File: config.mk
export PLATFORM = sky130hd
export DESIGN_NAME = firq_tap_cell
export DESIGN_NICKNAME = d
export VERILOG_FILES = /design/src/rtl/firq_pkg.sv /design/src/rtl/firq_tap_cell.sv
export SDC_FILE = /design/constraint.sdc
export NUM_CORES = 1
export LEC_CHECK = 0
export ABC_AREA = 0
export BUFFER_PORTS_ARGS = -buffer_cell sky130_fd_sc_hd__buf_4
export CAP_MARGIN = 20
export CELL_PAD_IN_SITES_DETAIL_PLACEMENT = 1
export CELL_PAD_IN_SITES_GLOBAL_PLACEMENT = 2
export CORE_ASPECT_RATIO = 1.2
export CORE_MARGIN = 2
export CORE_UTILIZATION = 30
export DETAILED_ROUTE_END_ITERATION = 10
export GPL_TIMING_DRIVEN = 0
export PLACE_DENSITY = 0.71
export SETUP_SLACK_MARGIN = 0.2
export SLEW_MARGIN = 15
export SYNTH_ARGS = -nofsm -noshare
export SYNTH_HDL_FRONTEND = slang
export SYNTH_SLANG_ARGS = --single-unit
File: constraint.sdc
create_clock -name clk -period 14.2 [get_ports clk]
set_input_delay 0.71 -clock clk [delete_from_list [all_inputs] [get_ports clk]]
set_output_delay 0.71 -clock clk [all_outputs]
set_load 0.02 [all_outputs]
File: src/rtl/firq_pkg.sv
// ----------------------------------------------------------------------------
// firq_pkg
// Shared constants for the rounding Q16 FIR filter: field widths, register
// indexes and default sizes.
// ----------------------------------------------------------------------------
`default_nettype none

package firq_pkg;

  // default sizes handed to the top level parameters
  localparam int MAX_TAPS_DEF    = 16;
  localparam int SAMPLE_BITS_DEF = 16;

  // fixed field widths
  localparam int COEF_BITS       = 16;
  localparam int ACC_BITS        = 32;
  localparam int OUT_BITS        = 16;
  localparam int TAP_COUNT_BITS  = 5;
  localparam int CFG_DATA_BITS   = 64;
  localparam int CFG_INDEX_BITS  = 3;

  // coefficient register layout
  localparam int COEFS_PER_REG   = 4;
  localparam int NUM_COEF_REGS   = 4;

  // register indexes
  localparam logic [CFG_INDEX_BITS-1:0] REG_TAP_COUNT = 3'd0;
  localparam logic [CFG_INDEX_BITS-1:0] REG_COEFS_0   = 3'd1;
  localparam logic [CFG_INDEX_BITS-1:0] REG_COEFS_4   = 3'd2;
  localparam logic [CFG_INDEX_BITS-1:0] REG_COEFS_8   = 3'd3;
  localparam logic [CFG_INDEX_BITS-1:0] REG_COEFS_12  = 3'd4;

  // rounding bias added before taking the upper half of the sum
  localparam logic [ACC_BITS-1:0] ROUND_BIAS = 32'h0000_8000;

endpackage

`default_nettype wire

File: src/rtl/firq_tap_cell.sv
// ----------------------------------------------------------------------------
// firq_tap_cell
// One cell of the tap chain: holds one delay-line sample, hands it to its
// downstream neighbour and registers the product of its tap sample and
// coefficient.
// ----------------------------------------------------------------------------
`default_nettype none

module firq_tap_cell #(
  parameter int SAMPLE_BITS = firq_pkg::SAMPLE_BITS_DEF
) (
  input  wire logic                                  clk,
  input  wire logic                                  rst_n,
  input  wire logic                                  advance,
  input  wire logic                                  row_start,
  input  wire logic signed [SAMPLE_BITS-1:0]         sample_in,
  input  wire logic signed [firq_pkg::COEF_BITS-1:0] coef,
  output logic signed [SAMPLE_BITS-1:0]              sample_out,
  output logic [firq_pkg::ACC_BITS-1:0]              prod_out
);

  localparam int PW = SAMPLE_BITS + firq_pkg::COEF_BITS;
  localparam int AB = firq_pkg::ACC_BITS;

  logic signed [SAMPLE_BITS-1:0] tap;
  logic signed [PW-1:0]          prod;
  logic signed [PW+AB-1:0]       prod_wide;
  logic signed [SAMPLE_BITS-1:0] sample_r;
  logic [AB-1:0]                 prod_r, prod_nxt;

  // row start drops the past sample; product wraps into the sum width
  always_comb begin
    tap       = row_start ? '0 : sample_in;
    prod      = tap * coef;
    prod_wide = (PW+AB)'(prod);
    prod_nxt  = prod_wide[AB-1:0];
  end

  // advance on each accepted transaction, hold otherwise
  always_ff @(posedge clk) begin
    if (!rst_n) begin
      sample_r <= '0;
      prod_r   <= '0;
    end else if (advance) begin
      sample_r <= tap;
      prod_r   <= prod_nxt;
    end
  end

  assign sample_out = sample_r;
  assign prod_out   = prod_r;

endmodule

`default_nettype wire
[After elaboration in Yosys (flattened, before gate mapping)]
Cells that the tools add are included.
Word-level totals
  register bits: 48
  input bits: 36
  output and inout port bits: 48
  word-level logic and storage cells: 4
Operators by class
  $mul: 1
  multiplexer cells: 1
Operators by type and width (number)
  16-bit by 16-bit multiplier with 32-bit output: 1
  16-bit two-way mux: 1

[Logic depth before layout (Yosys ltp)]
  depth in word-level cells: 2
  depth in mapped cells: 25
  gate-level depth less buffers: 23

[Least setup slack after synthesis]
OpenSTA, ideal clock, no wires.
  path kind: input to register
  start: input row_start
  end: register prod_r[30] (netlist: prod_out[30])
  setup time: 0.131 ns
  arrival time: 6.545 ns
  data required time: 14.069 ns
  path slack: 7.524 ns
  stages: 22
  path buffers: 2
  cell sequence: clkbuf_1 > nor2b_1 > clkbuf_1 > nand2_1 > fa_1 > inv_1 > fa_1 > fa_1 > fa_1 > fa_1 > inv_1 > fa_1 > inv_1 > ha_1 > a21o_1 > a21o_1 > a2111oi_0 > a211oi_1 > a31oi_1 > a21oi_1 > o21ai_1 > o311ai_1
Between the ends
  word-level cells in the longest chain between the ends: 2
Ends and longest elaborated chain
  start, declared: line firq_tap_cell.sv:15  | input wire logic row_start,
  16-bit two-way mux: line firq_tap_cell.sv:33  | tap = row_start ? '0 : sample_in;
  16-bit by 16-bit multiplier with 32-bit output: line firq_tap_cell.sv:34  | prod = tap * coef;
  end signal, assigned: line firq_tap_cell.sv:46  | prod_r <= prod_nxt;
  end, declared: line firq_tap_cell.sv:29  | logic [AB-1:0] prod_r, prod_nxt;
No other way between the ends.
A chain may end at the register's enable or synchronous reset.

[Worst setup path after layout]
Same ends and word-level chain as after synthesis.

==> flow_summary.toml <==
[run_status]
status = "finished clean"

[clocking]
clock_sinks = 48
cts_buffer_depth = 2
clkTransAtPathRegs_ps = 70
clock_latency_ps = 290
cts_made_buffers = 5
cts_setup_buffers = 0
htree_levels = 2
ctsHoldBuffers = 0
cts-resized-gates = 0
cts_tree = "done"
cts_root_buffer = "clkbuf_16"

[drt]
drt-wirelength-per-cell_um = 19.62
drt.antenna.violating_nets = 0
drc = 0
viasPerCell = 4.712
drt-total-wl_mm = 36.07
drt_iter0_markers = 280
num_vias = 8665
drtPass1Iterations = 4

[floorplanning]
io_pins = 84
die_h_um = 219.1
row_count = 78
chipWidth_um = 183.3
core_mm2 = 0.03796
initial_core_util = 0.3047
die_area_mm2 = 0.04015

[synthesis]
yosys.area.top_type_share = 0.4534
ys.flop_type = "dfxtp_1"
yosys_warnings = 0
yosysSeqAreaShare = 0.08307
syn_nets = 1644
syn_avg_cell_area_um2 = 9.151
synth_cell_types = 51
synth-edff-count = 0
synthTopCellsByArea = "fa_1 45%, inv_1 9.3%, ha_1 8.9%, dfxtp_1 8.3%, and2_1 6.6%"
synth_top_cell_by_area = "fa_1"
async_flop_share = 0
synth_cells = 1264
syn_area_mm2 = 0.01157
synth-seq-cells = 48

[layout]
drive_gt1_frac = 0.07800
n_antenna_cell = 0
finalNetCount = 1738
area_delta_synth_final_pct = 12.60

[global_routing]
overflow = 0
grt_max_degree = 17
track_usage = 0.1899
antenna_found_initial = 2
grt_pass1_vias = 9889
grt_pass1_wl_mm = 57.57

[timing]
worst_pin_slew_ps = 1156
finalHoldViolations = 0
slew_violations = 0
rsz0062_at_grt = "no"
fin_worst_skew_ps = 0
max_freq_mhz = 121.0
maxSlewHeadroom = 0.2278
setup_viol = 0
final.setup.tns_ps = 0
post-route-period-util = 0.5818
min_period_ps = 8262

[placement]
hpwl_mm = 31.53
gp_congestion = 0.8167
portBuffers = 82

[setup_path]
cp-start-kind = "input port"
arrival_ps = 8450
crit_type = "input port to flip-flop"
critical_path.endpoint_type = "flip-flop"
cp.required_ps = 14390
cp_max_fo = 10
r2r_slack_ps = 13340
reg2reg_depth = 3

[power_and_ir_drop]
power_density_mw_per_mm2 = 203.4
peakVddDrop_v = 0.0001756
p_total_mw = 2.649
power.leakage_nw = 6.529

[hold_path]
hold_path_class = "flip-flop to flip-flop"
whs_path_depth = 2

[job]
drv_cap = 0
## cells in the mapped netlist, types with 2 or more instances
master    number
a21oi_1       26
nand2b_1       5
nand2_1      141
nor2_1        72
a31oi_1        3
nor2b_1       19
nor3_1         5
inv_1        288
nand3_1       10
fa_1         262
a21o_1         8
o21a_1         4
o21ai_2        2
and2_1       122
nand4_1        2
xnor2_1       22
clkbuf_1      41
dfxtp_1       48
o21ai_0        7
o31ai_1        3
mux2i_1       30
ha_1          82
o21ai_1       10
xor2_1        10
o211ai_1       2
o21bai_1       2
or3_1          3
a211oi_1      12
## worst max-delay path, cell delays in order
cell	delay [ps]
buf_4	130
clkbuf_1	220
nor2b_1	870
clkbuf_1	630
nand2_1	170
fa_1	530
fa_1	500
fa_1	550
inv_1	60
fa_1	500
fa_1	540
inv_1	70
fa_1	530
inv_1	60
ha_1	350
a21oi_1	150
o21ai_1	130
a2111oi_0	610
a211oi_1	270
a31oi_1	320
a21oi_1	150
o21ai_1	190
nand2_1	80
o311ai_1	90
## placed cells by master (no fill, tap or decap), types with 4 or more instances in the layout
cell / instances
mux2i_1: 30
nor2b_1: 18
nor3_1: 5
o21a_1: 4
nand2b_1: 5
nand2_1: 141
ha_1: 82
o21ai_0: 7
clkbuf_1: 41
a21oi_1: 26
clkbuf_16: 5
nor2_1: 72
buf_4: 86
and2_1: 122
a211oi_1: 12
o21ai_1: 10
a21o_1: 8
xor2_1: 10
fa_1: 262
xnor2_1: 22
nand3_1: 10
inv_1: 288
dfxtp_1: 48
## cell type report
class | instances | area, µm²
Sequential cell | 48 | 960.9
Inverter | 289 | 1085
Multi-Input combinational cell | 883 | 9348
Timing Repair Buffer | 87 | 660.6
Tap cell | 480 | 600.6
Buffer | 44 | 176.4
Clock buffer | 5 | 125.1
Clock inverter | 3 | 68.82
Fill cell | 4411 | 24940
## cells by family after synthesis
| kind of cell | after synthesis | synth area share |
|---|---|---|
| compound gates | 89 | 0.05181 |
| xor+xnor | 32 | 0.02423 |
| fa+ha+maj | 344 | 0.5421 |
| buf+inv | 333 | 0.1090 |
| flops | 48 | 0.08307 |
| mux | 30 | 0.02596 |
| simple gates | 388 | 0.1638 |
## power breakdown
group	switching (mW)	internal [mW]	leakage, nW
Clock	0.0553	0.102	0.0944
Sequential	0.0182	0.167	0.395
Combinational	1.37	0.933	6.04
## state kept, by name, indices dropped and copies added, names as in the netlist
name	cells
prod_out	32
sample_out	16
## final timing paths
kind	startpoint	end
max	row_start	prod_out[30]
min	prod_out[0]	prod_out[0]
max reg2reg	prod_out[31]	prod_out[31]
min reg2reg	prod_out[0]	prod_out[0]
## metal layers
metal / global-route usage / vias up / wire [µm] / share of wire
met5: 0 / - / 0 / 0
met4: 0.02720 / 0 / 346 / 0.0096
met3: 0.01045 / 22 / 1078 / 0.030
met2: 0.3543 / 138 / 19370 / 0.54
met1: 0.2470 / 4565 / 15270 / 0.42
li1: - / 3940 / - / -
## per-stage QoR
step                      utilization  cells  setup WS (ps)  area [µm²]  hold WS (ps)
after floorplan                     -   1264           7524       11570         540.9
after global placement         0.3367   1826           5532       12780         463.8
after detailed placement       0.3380   1831           5752       12830         474.2
after CTS                      0.3431   1839           5997       13030         484.9
after global routing           0.3431   1839           5540       13030         505.2
final                          0.3431   1839           5938       13030         478.4
Note: power is estimated with default switching activity, not from simulation.
