--- config.mk ---
export PLATFORM = sky130hd
export DESIGN_NAME = firq_coef_bank
export DESIGN_NICKNAME = d
export VERILOG_FILES = /design/src/rtl/firq_pkg.sv /design/src/rtl/firq_coef_bank.sv
export SDC_FILE = /design/constraint.sdc
export NUM_CORES = 1
export LEC_CHECK = 0
export ABC_CLOCK_PERIOD_IN_PS = 5600
export BUFFER_PORTS_ARGS = -buffer_cell sky130_fd_sc_hd__buf_2
export CAP_MARGIN = 10
export CORE_MARGIN = 10
export CORE_UTILIZATION = 50
export CTS_CLUSTER_DIAMETER = 30
export CTS_CLUSTER_SIZE = 40
export DETAILED_ROUTE_END_ITERATION = 7
export PLACE_DENSITY_LB_ADDON = 0.1
export SYNTH_ARGS = -nofsm -noshare
export SYNTH_HDL_FRONTEND = slang
export SYNTH_SLANG_ARGS = --single-unit
--- constraint.sdc ---
create_clock -name clk -period 5.6 [get_ports clk]
set_input_delay 0.84 -clock clk [delete_from_list [all_inputs] [get_ports clk]]
set_output_delay 0.84 -clock clk [all_outputs]
set_load 0.02 [all_outputs]
--- src/rtl/firq_pkg.sv ---
// ----------------------------------------------------------------------------
// firq_pkg
// Shared constants for the rounding Q16 FIR filter: field widths, register
// indexes and default sizes.
// ----------------------------------------------------------------------------
`default_nettype none

package firq_pkg;

  // default sizes handed to the top level parameters
  localparam int MAX_TAPS_DEF    = 16;
  localparam int SAMPLE_BITS_DEF = 16;

  // fixed field widths
  localparam int COEF_BITS       = 16;
  localparam int ACC_BITS        = 32;
  localparam int OUT_BITS        = 16;
  localparam int TAP_COUNT_BITS  = 5;
  localparam int CFG_DATA_BITS   = 64;
  localparam int CFG_INDEX_BITS  = 3;

  // coefficient register layout
  localparam int COEFS_PER_REG   = 4;
  localparam int NUM_COEF_REGS   = 4;

  // register indexes
  localparam logic [CFG_INDEX_BITS-1:0] REG_TAP_COUNT = 3'd0;
  localparam logic [CFG_INDEX_BITS-1:0] REG_COEFS_0   = 3'd1;
  localparam logic [CFG_INDEX_BITS-1:0] REG_COEFS_4   = 3'd2;
  localparam logic [CFG_INDEX_BITS-1:0] REG_COEFS_8   = 3'd3;
  localparam logic [CFG_INDEX_BITS-1:0] REG_COEFS_12  = 3'd4;

  // rounding bias added before taking the upper half of the sum
  localparam logic [ACC_BITS-1:0] ROUND_BIAS = 32'h0000_8000;

endpackage

`default_nettype wire

--- src/rtl/firq_coef_bank.sv ---
// ----------------------------------------------------------------------------
// firq_coef_bank
// Configuration registers. Keeps the tap count and raw coefficients, and
// holds a copy of the coefficients already reversed over the active taps
// (zero beyond them) plus the output lag, so the tap cells see a fixed
// coefficient each.
// ----------------------------------------------------------------------------
`default_nettype none

module firq_coef_bank #(
  parameter int MAX_TAPS = firq_pkg::MAX_TAPS_DEF
) (
  input  wire logic                                   clk,
  input  wire logic                                   rst_n,
  input  wire logic                                   cfg_we,
  input  wire logic [firq_pkg::CFG_INDEX_BITS-1:0]    cfg_index,
  input  wire logic [firq_pkg::CFG_DATA_BITS-1:0]     cfg_data,
  output logic signed [firq_pkg::COEF_BITS-1:0]       tap_coef [MAX_TAPS],
  output logic [$clog2(MAX_TAPS+1)-1:0]               lag
);

  localparam int KW = $clog2(MAX_TAPS + 1);
  localparam int IW = (MAX_TAPS > 1) ? $clog2(MAX_TAPS) : 1;
  localparam int CW = (KW > firq_pkg::TAP_COUNT_BITS) ? KW : firq_pkg::TAP_COUNT_BITS;
  localparam int CB = firq_pkg::COEF_BITS;

  logic [firq_pkg::TAP_COUNT_BITS-1:0] tap_count_r, tap_count_nxt;
  logic signed [CB-1:0]                coef_r [MAX_TAPS];
  logic signed [CB-1:0]                coef_nxt [MAX_TAPS];
  logic signed [CB-1:0]                tap_coef_r [MAX_TAPS];
  logic signed [CB-1:0]                tap_coef_nxt [MAX_TAPS];
  logic [KW-1:0]                       lag_r, lag_nxt;
  logic [CW-1:0]                       tc_wide;
  logic [KW-1:0]                       k_nxt;

  // apply register writes
  always_comb begin
    tap_count_nxt = tap_count_r;
    coef_nxt      = coef_r;
    if (cfg_we) begin
      if (cfg_index == firq_pkg::REG_TAP_COUNT) begin
        tap_count_nxt = cfg_data[firq_pkg::TAP_COUNT_BITS-1:0];
      end
      for (int r = 0; r < firq_pkg::NUM_COEF_REGS; r++) begin
        for (int j = 0; j < firq_pkg::COEFS_PER_REG; j++) begin
          if ((r * firq_pkg::COEFS_PER_REG + j) < MAX_TAPS &&
              cfg_index == firq_pkg::CFG_INDEX_BITS'(int'(firq_pkg::REG_COEFS_0) + r)) begin
            coef_nxt[r * firq_pkg::COEFS_PER_REG + j] = cfg_data[CB*j +: CB];
          end
        end
      end
    end
  end

  // effective tap count: zero acts as one, large values clamp
  always_comb begin
    tc_wide = CW'(tap_count_nxt);
    if (tc_wide == '0) begin
      k_nxt = KW'(1);
    end else if (tc_wide > CW'(MAX_TAPS)) begin
      k_nxt = KW'(MAX_TAPS);
    end else begin
      k_nxt = tc_wide[KW-1:0];
    end
    lag_nxt = (k_nxt - KW'(1)) - (k_nxt >> 1);
  end

  // reverse coefficients over the active taps
  always_comb begin
    logic [KW-1:0] idx;
    idx = '0;
    for (int j = 0; j < MAX_TAPS; j++) begin
      idx = k_nxt - KW'(1) - KW'(j);
      if (KW'(j) < k_nxt) begin
        tap_coef_nxt[j] = coef_nxt[idx[IW-1:0]];
      end else begin
        tap_coef_nxt[j] = '0;
      end
    end
  end

  always_ff @(posedge clk) begin
    if (!rst_n) begin
      tap_count_r <= firq_pkg::TAP_COUNT_BITS'(1);
      lag_r       <= '0;
      for (int j = 0; j < MAX_TAPS; j++) begin
        coef_r[j]     <= '0;
        tap_coef_r[j] <= '0;
      end
    end else begin
      tap_count_r <= tap_count_nxt;
      lag_r       <= lag_nxt;
      coef_r      <= coef_nxt;
      tap_coef_r  <= tap_coef_nxt;
    end
  end

  assign tap_coef = tap_coef_r;
  assign lag      = lag_r;

endmodule

`default_nettype wire

# Word-level counts from Yosys, hierarchy flattened
# Cells that the tools add are included.
# word_totals
regBits,522
inputBits,70
out_inout_bits,261
# op_classes
n_addsub,17
n_lt_le_gt_ge,33
eq_ne,4
muxes,69
bitwise_logic,16
reduce_logical,18
# ops
operator,count
16-bit binary-select mux with 4-bit select,16
16-bit 2-to-1 mux,48
256-bit 2-to-1 mux,1
5-bit greater-or-equal comparator (second input constant),16
4-bit NOT with 5-bit output,16
4-bit by 5-bit < comparator with 1-bit output (first input constant),8
2-bit AND reduction,16
4-bit subtractor (second input constant),8
3-bit by 5-bit < comparator with 1-bit output (first input constant),4
5-bit 2-to-1 mux,4
4-bit by 3-bit subtractor with 4-bit output (second input constant),4
1-bit by 5-bit < comparator with 1-bit output (first input constant),2
2-bit by 5-bit < comparator with 1-bit output (first input constant),2
4-bit by 2-bit subtractor with 4-bit output (second input constant),2
3-bit by 2-bit == test with 1-bit output (second input constant),2
5-bit > comparator (second input constant),1
5-bit logical NOT,1
5-bit by 1-bit subtractor with 5-bit output (second input constant),1
5-bit by 4-bit subtractor with 5-bit output,1
4-bit by 1-bit subtractor with 4-bit output (second input constant),1
3-bit by 1-bit == test with 1-bit output (second input constant),1
3-bit == test (second input constant),1
3-bit logical NOT,1

# Depth between registers and ports, before layout
# depth
ltp_word,12
ltp_mapped,19

# Least setup slack after synthesis
# OpenSTA, ideal clock, no wires.
# synth_path
path_type,input port to flip-flop
start,input port cfg_index[1] in the netlist's numbering
end,"register tap_coef_r, in the netlist tap_coef[83]"
arrival_ns,5.555
required_ns,5.483
path_slack_ns,-0.071
cell_stages,17
path_buffers,8
cell_sequence,nor4b_4 > mux2i_1 > a21oi_2 > inv_2 > buf_2 > buf_2 > buf_2 > ha_1 > xnor2_1 > buf_2 > clkbuf_1 > ha_1 > clkbuf_1 > clkbuf_1 > clkbuf_1 > mux4_2 > a22o_1
# synth_via
elab_chain_cells,12
word_cells_on_any_way,36
cone_classes,2 x add/sub; 2 x order compare; 4 x eq/ne; 24 x mux; 1 x bitwise; 3 x reduce/logical
# synth_rtl
item,line,text
start: declaration,firq_coef_bank.sv:16,"input wire logic [firq_pkg::CFG_INDEX_BITS-1:0] cfg_index,"
3-bit logical NOT,firq_coef_bank.sv:41,if (cfg_index == firq_pkg::REG_TAP_COUNT) begin
5-bit 2-to-1 mux,firq_coef_bank.sv:41,
5-bit 2-to-1 mux,firq_coef_bank.sv:40,if (cfg_we) begin
5-bit > comparator,firq_coef_bank.sv:60,end else if (tc_wide > CW'(MAX_TAPS)) begin
5-bit 2-to-1 mux,firq_coef_bank.sv:60,
5-bit 2-to-1 mux,firq_coef_bank.sv:58,if (tc_wide == '0) begin
5-bit by 1-bit subtractor with 5-bit output,firq_coef_bank.sv:73,idx = k_nxt - KW'(1) - KW'(j);
4-bit subtractor,firq_coef_bank.sv:73,
4-bit NOT with 5-bit output (implied by the code),firq_coef_bank.sv:75,tap_coef_nxt[j] = coef_nxt[idx[IW-1:0]];
16-bit binary-select mux with 4-bit select,firq_coef_bank.sv:75,
16-bit 2-to-1 mux (implied by the code) (2 in a row),firq_coef_bank.sv:75,
end signal: assignment,firq_coef_bank.sv:94,tap_coef_r <= tap_coef_nxt;
end: declaration,firq_coef_bank.sv:30,logic signed [CB-1:0] tap_coef_r [MAX_TAPS];
# Parallel ways exist; a longest one is shown, timed or not. The select of a mux whose other input is x is not followed.
# A chain may end at the register's enable or synchronous reset.

# Final worst setup path
# layout_path
start,input port cfg_index[1] in the netlist's numbering
end,"register tap_coef_r, in the netlist tap_coef[28]"
# Same word-level chain as after synthesis.

==> reports/metrics.yaml <==
cts:
  cts_made_buffers: 113
  clk_pin_slew_ns: 0.05
  cts_setup_buffers: 0
  cts_max_level: 3
  cts_resized: 0
  cts.path.max_buffers: 3
  cts.sinks: 522
  worstSkewPairLatency_ns: 0.65
  cts-root-buf: "clkbuf_16"
  postCtsHoldBufs: 0
  tritoncts: "yes"
floorplanning:
  io_pins: 331
  coreArea_sq_um: 52400
  rows: 84
  die_y_um: 250
  die_w_um: 250
  start_util_pct: 50.3
  die-area_sq_um: 62400
placed_design:
  io_buffers: 330
  place_inst: 3486
  gp_congestion: 0.944
  place_hpwl_um: 71900
setup_path:
  rrSetupSlack_ns: 1.87
  worstPathRequired_ns: 6.10
  setup.worst_path.class: "in2reg"
  critPathMaxFanout: 36
  start_kind: "input pin"
  endpoint_kind: "flip-flop"
  worstPathArrival_ns: 4.97
timing:
  maxSlewHeadroom_pct: 20.1
  hold_slack_ns: 0.515
  slew_viol_final: 0
  fmax_mhz: 224
  fin_skew_ns: 0.0194
  finalSetupViolations: 0
  worstMarginPinSlew_ns: 1.20
  fin_tns_setup_ns: 0
  rsz0062_at_grt: "false"
  period_share_pct: 79.8
  hold_viol_final: 0
  period_minus_slack_ns: 4.47
cells_and_area:
  layout_commonest_cell: "dfxtp_1"
  final_nets: 2996
  stdcell_count: 3703
  final_cell_mix: "dfxtp_1, mux2i_1, nand2_1, buf_2, nor2_1"
  drive_gt1_share_pct: 28.1
  areaGrowthSynthToFinish_pct: 23.2
synth:
  synth_top_flop_cell: "dfxtp_1"
  synthCells: 2629
  syn_avg_cell_area_sq_um: 10.0
  synth_compound_area_share_pct: 11.0
  synth_warnings: 0
  ys_ff_latch: 522
  synth_top_family_by_area: "multiplexers"
  synthSimpleGateAreaFrac_pct: 12.6
  synthArstFlopShare_pct: 0
  synth_nets: 2712
  synth_cell_types: 49
  synth_edf_count: 0
  synth_area_sq_um: 26400
  synth_xor_area_share_pct: 0.598
  synth_mux_area_share_pct: 32.0
  synth_seq_area_share_pct: 39.6
  synth_fa_ha_area_share_pct: 0.645
status:
  outcome: "complete, no violations"
detailed_routing:
  num_vias: 22800
  drt_iter0_markers: 1974
  firstDrtPassIters: 5
  ant_nets: 0
  drc: 0
  wl_per_cell_um: 26.3
  routed_wl_um: 97600
  via_per_inst: 6.16
global_route:
  grt_util_met3_pct: 5.57
  use_met2_pct: 54.1
  grt_overflow: 0
  grt_pass1_vias: 23200
  grt_pass1_wl_um: 144000
  antenna_found_initial: 15
  grt.met1_usage_pct: 30.4
  grt_max_degree: 184
  busiest_layer: "met2"
  gr-usage-all-layers_pct: 30.1
power_and_ir_drop:
  peakVddDrop_mv: 0.282
  cellLeakagePower_uw: 0.0140
  power.density_nw_per_um2: 370
flow_run:
  maxCapViolations: 0
min_path:
  hp-class: "reg2reg"
[path summary, 6_finish.rpt]
kind                   to  cells past startpoint           start
min reg2reg   coef_r[228]                      2     coef_r[228]
max          tap_coef[28]                     15    cfg_index[1]
min           coef_r[228]                      2     coef_r[228]
max reg2reg  tap_coef[28]                     14  tap_count_r[1]
[sequential cells by signal, summed over array words and instances, names as in the netlist]
name	cells
tap_count_r	5
lag	5
tap_coef	256
coef_r	256
[power breakdown]
part | switching (uW) | total, uW | internal, uW
Clock | 2330 | 6690 | 4360
Sequential | 22.1 | 3820 | 3800
Combinational | 987 | 1530 | 546
Total | 3340 | 12000 | 8700
[critical path, stage by stage]
cell and delay (ns):
buf_2 0.15, nor4b_4 0.66, mux2_2 0.47, a21oi_4 0.26, inv_6 0.12, ha_1 0.26, xnor2_2 0.15, buf_4 0.18
ha_1 0.32, buf_12 0.26, nand2b_1 0.15, buf_4 0.40, o22ai_1 0.12, nor3b_1 0.43, o22ai_1 0.15
[synth_stat cells, drive strengths merged (2+ instances only)]
library cell | count | area share [%]
clkbuf | 133 | 1.9
and3 | 16 | 0.38
o22ai | 146 | 3.5
nor3 | 21 | 0.44
mux4 | 153 | 13
o211ai | 2 | 0.057
o31ai | 2 | 0.057
nor3b | 3 | 0.085
nor4bb | 2 | 0.076
xor2 | 7 | 0.23
mux2i | 394 | 15
nand2b | 8 | 0.19
inv | 23 | 0.33
a21o | 5 | 0.14
xnor2 | 11 | 0.37
o221ai | 30 | 1.0
mux2 | 93 | 4.0
a21oi | 14 | 0.31
nand2 | 380 | 5.4
buf | 75 | 1.3
o22a | 12 | 0.40
nor2 | 276 | 3.9
a22o | 94 | 3.1
or2 | 2 | 0.047
dfxtp | 522 | 40
a32oi | 24 | 0.80
ha | 12 | 0.57
and2 | 73 | 1.7
o21ai | 77 | 1.5
nand3 | 6 | 0.11
[per-layer routing]
metal  part of all wire (%)  vias up
li1                       -    10200
met1                     35    11300
met2                     52      974
met3                    5.4      294
met4                    8.3       16
met5                   0.10        -
[cell type report]
class                           count  area [sq um]
Clock buffer                      131          3030
Inverter                           24           105
Sequential cell                   522         10500
Antenna cell                        4          10.0
Tap cell                          688           861
Multi-Input combinational cell   1875         15100
Clock inverter                     82           872
Fill cell                        4369         19900
Timing Repair Buffer              377          2120
[cell families after synthesis]
kind of cell	count (synthesis)
compound gates	412
buf+inv	232
mux	640
simple gates	792
flops	522
fa+ha+maj	13
xor+xnor	18
[per-stage QoR]
stage | instance area (sq um) | worst slack, ns | util (%) | power (uW)
after floorplan | 26400 | 0.121 | - | 4910
after global placement | 28600 | 0.657 | 54.5 | 5360
after detailed placement | 28600 | 0.588 | 54.5 | 5390
after CTS | 32500 | 1.25 | 62.0 | 12100
after global routing | 32500 | 0.967 | 62.0 | 12400
final | 32500 | 1.13 | 62.0 | 12000
Power figures use the tool's default switching activity.
